## config.mk

```make
export PLATFORM = sky130hd
export DESIGN_NAME = second_order_filter_ab2
export DESIGN_NICKNAME = d
export VERILOG_FILES = /design/src/design/sofab_pkg.sv /design/src/design/second_order_filter_ab2.sv /design/src/design/sofab_mul.sv
export SDC_FILE = /design/constraint.sdc
export NUM_CORES = 2
export LEC_CHECK = 0
export ABC_AREA = 1
export BUFFER_PORTS_ARGS = -buffer_cell sky130_fd_sc_hd__buf_2
export CORE_AREA = 4 4 233 463
export DETAILED_ROUTE_END_ITERATION = 10
export DIE_AREA = 0 0 237 467
export PLACE_DENSITY = 0.63
export SYNTH_ARGS = -nofsm -noshare
export SYNTH_HDL_FRONTEND = slang
export SYNTH_HIERARCHICAL = 1
export SYNTH_SLANG_ARGS = --single-unit
```

## constraint.sdc

```tcl
create_clock -name i_clk -period 9.95 [get_ports i_clk]
set_input_delay 1.99 -clock i_clk [delete_from_list [all_inputs] [get_ports i_clk]]
set_output_delay 1.99 -clock i_clk [all_outputs]
set_load 0.005 [all_outputs]
```

## src/design/sofab_pkg.sv

```systemverilog
// Shared types and constants for the second-order Adams-Bashforth filter.
// Used by sofab_mul and second_order_filter_ab2; no dependencies.
`timescale 1ns / 1ps

package sofab_pkg;

    // configuration register indexes
    localparam int REG_IDX_W = 3;
    localparam logic [REG_IDX_W-1:0] REG_NUM_S2 = 3'd0;
    localparam logic [REG_IDX_W-1:0] REG_NUM_S1 = 3'd1;
    localparam logic [REG_IDX_W-1:0] REG_NUM_S0 = 3'd2;
    localparam logic [REG_IDX_W-1:0] REG_DEN_S1 = 3'd3;
    localparam logic [REG_IDX_W-1:0] REG_DEN_S0 = 3'd4;
    localparam logic [REG_IDX_W-1:0] REG_STEP   = 3'd5;

    // reset codes of the registers
    localparam logic [31:0] RESET_UNITY = 32'd65536;
    localparam logic [30:0] RESET_STEP  = 31'd655;
    localparam int          STEP_W      = 31;

    // sequencer of one sample
    typedef enum logic [1:0] {
        S_IDLE,
        S_START,
        S_WAIT,
        S_DONE
    } t_seq_state;

    // the seven products of one sample, in issue order
    typedef enum logic [2:0] {
        OP_DAMP,
        OP_STIFF,
        OP_VEL,
        OP_POS,
        OP_OUT2,
        OP_OUT1,
        OP_OUT0
    } t_op;

    // digit-serial multiplier
    typedef enum logic [1:0] {
        M_IDLE,
        M_RUN,
        M_ROUND
    } t_mul_state;

    typedef struct packed {
        logic start;
        logic half;   // shift by one more bit: applies dt/2
    } t_mul_ctl;

    function automatic t_op next_op(input t_op op);
        t_op nxt;
        unique case (op)
            OP_DAMP:  nxt = OP_STIFF;
            OP_STIFF: nxt = OP_VEL;
            OP_VEL:   nxt = OP_POS;
            OP_POS:   nxt = OP_OUT2;
            OP_OUT2:  nxt = OP_OUT1;
            OP_OUT1:  nxt = OP_OUT0;
            OP_OUT0:  nxt = OP_DAMP;
        endcase
        return nxt;
    endfunction

endpackage

```

## src/design/second_order_filter_ab2.sv

```systemverilog
// Top level of the second-order filter, phase-variable form, Adams-Bashforth.
// Depends on sofab_pkg and sofab_mul.
`timescale 1ns / 1ps

// Usage:
//   Input channel: i_in_valid / o_in_stall with i_sample_in, one beat per sample.
//   Output channel: o_out_valid / i_out_stall with o_sample_out, one beat per sample.
//   A beat moves at a rising edge where valid is high and stall is low.
//   Configuration: i_cfg_wen writes i_cfg_data to register i_cfg_idx
//   (0 b2, 1 b1, 2 b0, 3 a1, 4 a0, 5 dt); other indexes are ignored.
//   Write it only while no sample is in flight.
// Operation:
//   Each sample runs seven products through one digit-serial multiplier,
//   four multiplier bits per cycle, one product after another.
//   One sample is worked on at a time; o_in_stall is high from accept until
//   the result is loaded into the output register.
//   The next sample is accepted while a result still waits on a stalled output.
// Reset: synchronous, active low; states go to zero, registers to their
//   defaults, both channels empty. A stalled result holds until taken.
module second_order_filter_ab2 #(
    parameter int DATA_WIDTH = 32,
    parameter int FRAC_BITS  = 16
) (
    input  logic                                             i_clk,
    input  logic                                             i_rst_n,
    input  logic                                             i_in_valid,
    output logic                                             o_in_stall,
    input  logic signed [DATA_WIDTH-1:0]                     i_sample_in,
    output logic                                             o_out_valid,
    input  logic                                             i_out_stall,
    output logic signed [DATA_WIDTH-1:0]                     o_sample_out,
    input  logic                                             i_cfg_wen,
    input  logic [sofab_pkg::REG_IDX_W-1:0]                  i_cfg_idx,
    input  logic [((DATA_WIDTH > 31) ? DATA_WIDTH : 31)-1:0] i_cfg_data
);

    localparam int W  = DATA_WIDTH;
    localparam int MW = (DATA_WIDTH > 32) ? DATA_WIDTH : 32;
    localparam int SW = sofab_pkg::STEP_W;

    localparam logic signed [W+2:0] WMAX = {4'b0000, {(W-1){1'b1}}};
    localparam logic signed [W+2:0] WMIN = {4'b1111, {(W-1){1'b0}}};

    function automatic logic signed [W-1:0] sat_w(input logic signed [W+2:0] v);
        if (v > WMAX) begin
            return WMAX[W-1:0];
        end else if (v < WMIN) begin
            return WMIN[W-1:0];
        end
        return v[W-1:0];
    endfunction

    sofab_pkg::t_seq_state r_state, n_state;
    sofab_pkg::t_op        r_op;

    // coefficients are kept at the multiplicand width so their reset codes are exact
    logic signed [MW-1:0] r_num_s2, r_num_s1, r_num_s0, r_den_s1, r_den_s0;
    logic [SW-1:0]        r_step;

    logic signed [W-1:0]   r_u;
    logic signed [W-1:0]   r_accel, r_aprev, r_vel, r_vprev, r_pos;
    logic signed [W+1:0]   r_acc;
    logic signed [W-1:0]   r_y;
    logic                  r_out_valid;
    logic signed [W-1:0]   r_out_data;

    logic                  w_accept;
    logic                  w_load_out;
    logic                  w_mul_start;
    sofab_pkg::t_mul_ctl   w_mul_ctl;
    logic signed [MW-1:0]  w_mcand;
    logic signed [W-1:0]   w_mplier;
    logic                  w_mul_done;
    logic signed [W-1:0]   w_mul_res;
    logic signed [W-1:0]   w_now, w_prev, w_term;
    logic signed [W-1:0]   w_coef_in;

    sofab_mul #(
        .DATA_WIDTH (DATA_WIDTH),
        .FRAC_BITS  (FRAC_BITS)
    ) u_mul (
        .i_clk    (i_clk),
        .i_rst_n  (i_rst_n),
        .i_ctl    (w_mul_ctl),
        .i_mcand  (w_mcand),
        .i_mplier (w_mplier),
        .o_done   (w_mul_done),
        .o_result (w_mul_res)
    );

    // ---------------- configuration ----------------
    assign w_coef_in = i_cfg_data[W-1:0];

    always_ff @(posedge i_clk) begin
        if (!i_rst_n) begin
            r_num_s2 <= '0;
            r_num_s1 <= '0;
            r_num_s0 <= MW'(sofab_pkg::RESET_UNITY);
            r_den_s1 <= '0;
            r_den_s0 <= MW'(sofab_pkg::RESET_UNITY);
            r_step   <= sofab_pkg::RESET_STEP;
        end else if (i_cfg_wen) begin
            unique case (i_cfg_idx)
                sofab_pkg::REG_NUM_S2: r_num_s2 <= MW'(w_coef_in);
                sofab_pkg::REG_NUM_S1: r_num_s1 <= MW'(w_coef_in);
                sofab_pkg::REG_NUM_S0: r_num_s0 <= MW'(w_coef_in);
                sofab_pkg::REG_DEN_S1: r_den_s1 <= MW'(w_coef_in);
                sofab_pkg::REG_DEN_S0: r_den_s0 <= MW'(w_coef_in);
                sofab_pkg::REG_STEP:   r_step   <= i_cfg_data[SW-1:0];
                default: ;
            endcase
        end
    end

    // ---------------- operand selection ----------------
    // bracket term of the integrator step: 3*new - previous, saturated
    always_comb begin
        if (r_op == sofab_pkg::OP_VEL) begin
            w_now  = r_accel;
            w_prev = r_aprev;
        end else begin
            w_now  = r_vel;
            w_prev = r_vprev;
        end
        w_term = sat_w((W+3)'(w_now) + ((W+3)'(w_now) <<< 1) - (W+3)'(w_prev));
    end

    always_comb begin
        w_mul_ctl.start = w_mul_start;
        w_mul_ctl.half  = 1'b0;
        w_mplier        = r_vel;
        w_mcand         = r_den_s1;
        unique case (r_op)
            sofab_pkg::OP_DAMP: begin
                w_mcand  = r_den_s1;
                w_mplier = r_vel;
            end
            sofab_pkg::OP_STIFF: begin
                w_mcand  = r_den_s0;
                w_mplier = r_pos;
            end
            sofab_pkg::OP_VEL, sofab_pkg::OP_POS: begin
                w_mcand        = {{(MW-SW){1'b0}}, r_step};
                w_mplier       = w_term;
                w_mul_ctl.half = 1'b1;
            end
            sofab_pkg::OP_OUT2: begin
                w_mcand  = r_num_s2;
                w_mplier = r_accel;
            end
            sofab_pkg::OP_OUT1: begin
                w_mcand  = r_num_s1;
                w_mplier = r_vel;
            end
            sofab_pkg::OP_OUT0: begin
                w_mcand  = r_num_s0;
                w_mplier = r_pos;
            end
        endcase
    end

    // ---------------- sequencer ----------------
    always_comb begin
        n_state     = r_state;
        o_in_stall  = 1'b1;
        w_accept    = 1'b0;
        w_load_out  = 1'b0;
        w_mul_start = 1'b0;
        unique case (r_state)
            sofab_pkg::S_IDLE: begin
                o_in_stall = 1'b0;
                if (i_in_valid) begin
                    w_accept = 1'b1;
                    n_state  = sofab_pkg::S_START;
                end
            end
            sofab_pkg::S_START: begin
                w_mul_start = 1'b1;
                n_state     = sofab_pkg::S_WAIT;
            end
            sofab_pkg::S_WAIT: begin
                if (w_mul_done) begin
                    if (r_op == sofab_pkg::OP_OUT0) begin
                        n_state = sofab_pkg::S_DONE;
                    end else begin
                        n_state = sofab_pkg::S_START;
                    end
                end
            end
            sofab_pkg::S_DONE: begin
                // hold the result until the output register is free
                if (!r_out_valid || !i_out_stall) begin
                    w_load_out = 1'b1;
                    n_state    = sofab_pkg::S_IDLE;
                end
            end
        endcase
    end

    always_ff @(posedge i_clk) begin
        if (!i_rst_n) begin
            r_state <= sofab_pkg::S_IDLE;
            r_op    <= sofab_pkg::OP_DAMP;
        end else begin
            r_state <= n_state;
            if (w_accept) begin
                r_op <= sofab_pkg::OP_DAMP;
            end else if (r_state == sofab_pkg::S_WAIT && w_mul_done) begin
                r_op <= sofab_pkg::next_op(r_op);
            end
        end
    end

    // ---------------- state update ----------------
    always_ff @(posedge i_clk) begin
        if (!i_rst_n) begin
            r_accel <= '0;
            r_aprev <= '0;
            r_vel   <= '0;
            r_vprev <= '0;
            r_pos   <= '0;
        end else if (r_state == sofab_pkg::S_WAIT && w_mul_done) begin
            unique case (r_op)
                sofab_pkg::OP_STIFF: begin
                    r_aprev <= r_accel;
                    r_accel <= sat_w((W+3)'(r_acc) - (W+3)'(w_mul_res));
                end
                sofab_pkg::OP_VEL: begin
                    r_vprev <= r_vel;
                    r_vel   <= sat_w((W+3)'(r_vel) + (W+3)'(w_mul_res));
                end
                sofab_pkg::OP_POS: begin
                    r_pos <= sat_w((W+3)'(r_pos) + (W+3)'(w_mul_res));
                end
                default: ;
            endcase
        end
    end

    always_ff @(posedge i_clk) begin
        if (w_accept) begin
            r_u <= i_sample_in;
        end
        if (r_state == sofab_pkg::S_WAIT && w_mul_done) begin
            unique case (r_op)
                sofab_pkg::OP_DAMP: r_acc <= (W+2)'(r_u) - (W+2)'(w_mul_res);
                sofab_pkg::OP_OUT2: r_acc <= (W+2)'(w_mul_res);
                sofab_pkg::OP_OUT1: r_acc <= r_acc + (W+2)'(w_mul_res);
                sofab_pkg::OP_OUT0: r_y   <= sat_w((W+3)'(r_acc) + (W+3)'(w_mul_res));
                default: ;
            endcase
        end
    end

    // ---------------- output register ----------------
    always_ff @(posedge i_clk) begin
        if (!i_rst_n) begin
            r_out_valid <= 1'b0;
        end else if (w_load_out) begin
            r_out_valid <= 1'b1;
        end else if (!i_out_stall) begin
            r_out_valid <= 1'b0;
        end
    end

    always_ff @(posedge i_clk) begin
        if (w_load_out) begin
            r_out_data <= r_y;
        end
    end

    assign o_out_valid  = r_out_valid;
    assign o_sample_out = r_out_data;

endmodule

```

## src/design/sofab_mul.sv

```systemverilog
// Digit-serial signed multiplier with round-half-up shift and saturation.
// Four multiplier bits per cycle, most significant digit first. Uses sofab_pkg.
`timescale 1ns / 1ps

module sofab_mul #(
    parameter int DATA_WIDTH = 32,
    parameter int FRAC_BITS  = 16
) (
    input  logic                                                  i_clk,
    input  logic                                                  i_rst_n,
    input  sofab_pkg::t_mul_ctl                                   i_ctl,
    input  logic signed [((DATA_WIDTH > 32) ? DATA_WIDTH : 32)-1:0] i_mcand,
    input  logic signed [DATA_WIDTH-1:0]                          i_mplier,
    output logic                                                  o_done,
    output logic signed [DATA_WIDTH-1:0]                          o_result
);

    localparam int W    = DATA_WIDTH;
    localparam int MW   = (DATA_WIDTH > 32) ? DATA_WIDTH : 32;
    localparam int P    = MW + W;
    localparam int DIG  = 4;
    localparam int ND   = (W + DIG - 1) / DIG;
    localparam int SW   = ND * DIG;
    localparam int CNTW = (ND > 1) ? $clog2(ND) : 1;

    localparam logic signed [P-1:0] BIAS_LO = {{(P-1){1'b0}}, 1'b1} << (FRAC_BITS - 1);
    localparam logic signed [P-1:0] BIAS_HI = {{(P-1){1'b0}}, 1'b1} << FRAC_BITS;

    sofab_pkg::t_mul_state r_state, n_state;

    logic signed [MW-1:0]   r_mcand;
    logic [SW-1:0]          r_digits;
    logic signed [P-1:0]    r_acc;
    logic [CNTW-1:0]        r_cnt;
    logic                   r_half;
    logic                   r_done;
    logic signed [W-1:0]    r_res;

    logic [DIG-1:0]         w_top;
    logic signed [DIG:0]    w_dig;
    logic signed [MW+DIG:0] w_pp;
    logic signed [P-1:0]    w_acc_next;
    logic signed [P-1:0]    w_rnd;
    logic signed [P-1:0]    w_shr;
    logic [P-W:0]           w_hi;
    logic                   w_fits;
    logic signed [W-1:0]    w_sat;

    // Horner step: acc = acc * 16 + mcand * digit; the top digit carries the sign
    always_comb begin
        w_top = r_digits[SW-1 -: DIG];
        if (r_cnt == CNTW'(ND - 1)) begin
            w_dig = {w_top[DIG-1], w_top};
        end else begin
            w_dig = {1'b0, w_top};
        end
        w_pp       = r_mcand * w_dig;
        w_acc_next = (r_acc <<< DIG) + {{(P-MW-DIG-1){w_pp[MW+DIG]}}, w_pp};
    end

    always_comb begin
        w_rnd  = r_acc + (r_half ? BIAS_HI : BIAS_LO);
        w_shr  = r_half ? (w_rnd >>> (FRAC_BITS + 1)) : (w_rnd >>> FRAC_BITS);
        w_hi   = w_shr[P-1:W-1];
        w_fits = (&w_hi) | ~(|w_hi);
        if (w_fits) begin
            w_sat = w_shr[W-1:0];
        end else if (w_shr[P-1]) begin
            w_sat = {1'b1, {(W-1){1'b0}}};
        end else begin
            w_sat = {1'b0, {(W-1){1'b1}}};
        end
    end

    always_comb begin
        n_state = r_state;
        unique case (r_state)
            sofab_pkg::M_IDLE: begin
                if (i_ctl.start) begin
                    n_state = sofab_pkg::M_RUN;
                end
            end
            sofab_pkg::M_RUN: begin
                if (r_cnt == '0) begin
                    n_state = sofab_pkg::M_ROUND;
                end
            end
            sofab_pkg::M_ROUND: begin
                n_state = sofab_pkg::M_IDLE;
            end
        endcase
    end

    always_ff @(posedge i_clk) begin
        if (!i_rst_n) begin
            r_state <= sofab_pkg::M_IDLE;
            r_done  <= 1'b0;
        end else begin
            r_state <= n_state;
            r_done  <= (r_state == sofab_pkg::M_ROUND);
        end
    end

    always_ff @(posedge i_clk) begin
        unique case (r_state)
            sofab_pkg::M_IDLE: begin
                if (i_ctl.start) begin
                    r_mcand  <= i_mcand;
                    r_digits <= SW'(i_mplier);
                    r_acc    <= '0;
                    r_cnt    <= CNTW'(ND - 1);
                    r_half   <= i_ctl.half;
                end
            end
            sofab_pkg::M_RUN: begin
                r_acc    <= w_acc_next;
                r_digits <= r_digits << DIG;
                r_cnt    <= r_cnt - 1'b1;
            end
            sofab_pkg::M_ROUND: begin
                r_res <= w_sat;
            end
        endcase
    end

    assign o_done   = r_done;
    assign o_result = r_res;

endmodule

```

==> summary.txt <==
Power
  • Switch share: 0.578
  • Comb power frac: 0.689
  • Leakage: 26.6 nW
  • Pwr Density: 378 nW/µm²
  • Clock Power Share: 0.128
  • Peak supply drop: between 0.6 and 0.7 mV
  • Cell-internal power: 8.92 mW
  • Seq pwr share: 0.183
  • Psw: 12.2 mW

STA
  • Measured slew at the worst slew-check pin: approximately 1.3 ns
  • Setup violations, final: 0
  • RSZ-0062 raised after global routing: false
  • Pins Over Slew Limit: 0
  • Hold Violations, Final: 0
  • Period utilisation layout: 0.746
  • Slew headroom: 0.154
  • TNS Setup: 0 ns
  • Clock Skew: 0.0705 ns
  • Tmin final: 7.42 ns
  • Max Fclk: 135 MHz

Synthesis
  • Syn Nets: 8000
  • Syn Area/Cell: between 6 and 7 µm²
  • Area fraction of the dominant cell type after synthesis: 0.170
  • Post-Syn Area: between 50000 and 60000 µm²
  • Seq/Total Area, Yosys: 0.309
  • Largest area contributor in the netlist: edfxtp_1
  • Post-synth cell types: 60
  • Synth top area cells: edfxtp_1 (17%), dfxtp_1 (14%), nand2_1 (13%), ha_1 (8.3%), nor2_1 (7.3%)
  • Synthesized instance count: around 7400
  • Synthesis Warnings: 6
  • Flop and latch count out of synthesis: 654

Detailed routing
  • Initial DRC count: 3720
  • Vias: 50600
  • DRT Pass-1 Iters: 6
  • # DRC: 0
  • Wire per inst: 23.8 µm
  • Via density: 5.71
  • Post-route ant nets: 0
  • Total Wirelength: 211000 µm

Flow run
  • Max Cap Viol: 0

Clock network
  • Clock sink count: between 600 and 700
  • Post-CTS Setup Bufs: 0
  • CTS Hold Bufs: 0
  • Total CTS buffers: 68
  • CTS resizes: 0
  • Root Buffer: clkbuf_16
  • Worst-skew pair later-pin latency: 0.74 ns
  • H-tree levels: 3
  • Clk buf depth: 3
  • CTS clk-pin slew, worst paths: 0.07 ns
  • CTS tree: yes

Min path
  • Path type of the worst min-delay path: reg2reg
  • WHS Endpoint: o_sample_out[15]$_DFFE_PP_
  • Hold Crit Depth: 0
  • Hold path start: r_y[15]$_DFFE_PP_

Floorplan
  • Initial core utilization: 0.497
  • Die ar.: 111000 µm²
  • Die Ht: around 470 µm
  • Num rows: between 150 and 200
  • Die X: 237 µm
  • IO Count: 106
  • CORE AREA: between 100000 and 150000 µm²

Placement
  • PortBufs: 105
  • GPL Wtd Cong: around 1.0
  • Placed cell area: approximately 54000 µm²
  • DPL Wire Length: 165000 µm

Layout
  • Filler cells: 10600
  • Share of layout cells above drive strength 1: 0.0595
  • Final #Nets: 8001
  • Post-route cell area: 56000 µm²
  • Most frequent cells in the layout: nand2_1 (1801), nor2_1 (1000), inv_1 (981)
  • Area grow syn2layout: 7.87%
  • Most common cell after layout, fill and taps aside: nand2_1

Critical path
  • Worst setup path category: reg2reg
  • Max incr delay on CP: 0.60 ns
  • Crit path from: u_mul/r_cnt[0]$_SDFFCE_PN1P_
  • R2R Path End: u_mul/r_acc[53]$_SDFFCE_PN0P_
  • RR Startpoint: u_mul/r_cnt[0]$_SDFFCE_PN1P_
  • Crit-path slowest cell: fa_1
  • Worst R2R Setup Slack: between 2 and 3 ns
  • FF-to-FF path depth: 33
  • Crit path DAT: 7.88 ns
  • Critical Path Sink Type: flop
  • Cell family with most CP delay: adder cells
  • CP most frequent cell: inv_1
  • Startpoint types: flop
  • WP data required: 10.41 ns
  • Worst-path maximum fanout: 21
  • WP buf/inv: 7

Global routing
  • Number of global-route vias before repair: 51400
  • Largest net degree at the start of global routing: 149
  • Initial antenna violation count: 23
  • GRT overflow: 0
  • First-pass GRT wire length: 311000 µm
  • Gr usage total: 0.373

Run status
  • Status: finished, final reports clean
==> power by group through the flow <==
stage                     combinational, mW  sequential, mW  clock (mW)
after floorplan                        9.28            3.61           0
after global placement                 14.2            3.90           0
after CTS                              14.3            3.85        2.75
after detailed placement               14.3            3.90           0
final                                  14.6            3.87        2.71
after global routing                   15.8            3.87        2.86
==> per-layer routing <==
| layer | share of wire | global-route usage |
|---|---|---|
| met5 | 0.00013 | 0 |
| met4 | 0.12 | 0.358 |
| met3 | 0.050 | 0.0542 |
| met2 | 0.51 | 0.685 |
| met1 | 0.32 | 0.346 |
==> cell families after synthesis <==
kind of cell	count (synthesis)	synth area share
simple gates	3328	0.260
compound gates	1504	0.162
buf+inv	1255	0.0953
flops	654	0.309
fa+ha+maj	483	0.136
xor+xnor	193	0.0325
mux	28	0.00540
==> cells in the mapped netlist, drive strengths merged <==
cell / number
a41oi: 1
o31ai: 4
nand4: 84
a21o: 41
nor4: 14
nand3: 263
xor2: 125
mux2i: 28
nor2: 1028
and2: 8
edfxtp: 294
a21boi: 16
xnor2: 68
nor3: 60
or2: 15
o21bai: 44
and3: 4
clkbuf: 169
o22ai: 16
nand2: 1836
a311oi: 1
clkinv: 3
buf: 77
a31oi: 18
a22oi: 1
a211oi: 7
dfxtp: 360
a31o: 1
o221ai: 9
o2111ai: 5
nor3b: 2
o21ai: 623
fa: 137
a21oi: 606
o211ai: 46
ha: 346
a221oi: 50
o311ai: 1
nand3b: 14
inv: 1006
o21a: 14
==> cell type report <==
type                            instances  area [µm²]  share of cell area
Antenna cell                            9        22.5            0.000402
Clock buffer                           86        1900              0.0340
Clock inverter                         39         439             0.00784
Inverter                             1009        3790              0.0676
Multi-Input combinational cell       5536       31100               0.554
Sequential cell                       654       16000               0.286
Tap cell                             1360        1700              0.0304
Timing Repair Buffer                  177        1070              0.0192
==> worst max path at each step <==
stage          cells past startpoint                             to
6_report                          33  u_mul/r_acc[53]$_SDFFCE_PN0P_
5_1_grt                           34  u_mul/r_acc[48]$_SDFFCE_PN0P_
4_1_cts                           33  u_mul/r_acc[53]$_SDFFCE_PN0P_
3_5_place_dp                      33  u_mul/r_acc[53]$_SDFFCE_PN0P_
3_3_place_gp                      37  u_mul/r_acc[62]$_SDFFCE_PN0P_
2_1_floorplan                      6   u_mul/r_acc[0]$_SDFFCE_PN0P_
==> flip-flops by register name, summed over array words and instances, names as in the netlist, 2 cells and up <==
signal,count
r_y,32
r_state,2
r_aprev,32
o_sample_out,32
r_den_s1,32
r_num_s1,32
r_acc,34
r_vprev,32
u_mul/o_result,32
r_accel,32
u_mul/r_acc,64
r_step,31
r_num_s2,32
u_mul/r_digits,32
r_pos,32
r_u,32
r_vel,32
r_den_s0,32
r_num_s0,32
u_mul/r_mcand,32
r_op,3
u_mul/r_state,2
u_mul/r_cnt,3
==> through the flow <==
| stage | std cells | util | power [mW] | hold WS, ns | worst slack [ns] |
|---|---|---|---|---|---|
| after floorplan | 7445 | - | 12.9 | 0.400 | 1.20 |
| final | 8870 | 0.536 | 21.2 | 0.416 | 2.53 |
| after global placement | 8736 | 0.514 | 18.1 | 0.401 | 2.81 |
| after detailed placement | 8736 | 0.514 | 18.2 | 0.405 | 2.71 |
| after CTS | 8861 | 0.536 | 20.9 | 0.419 | 2.64 |
| after global routing | 8864 | 0.536 | 22.5 | 0.427 | 2.06 |
==> worst reg2reg max path: cells and delay by family (launching register included) <==
family                     cells  cell delay (ns)
AOI/OAI and AO/OA              6             1.23
xor gates and xnor gates       1             0.58
adders and majority gates      6             2.65
buffers and inverters          7             0.66
DFF                            1             0.42
and+or+nand+nor               13             1.60
Power figures use the tool's default switching activity.
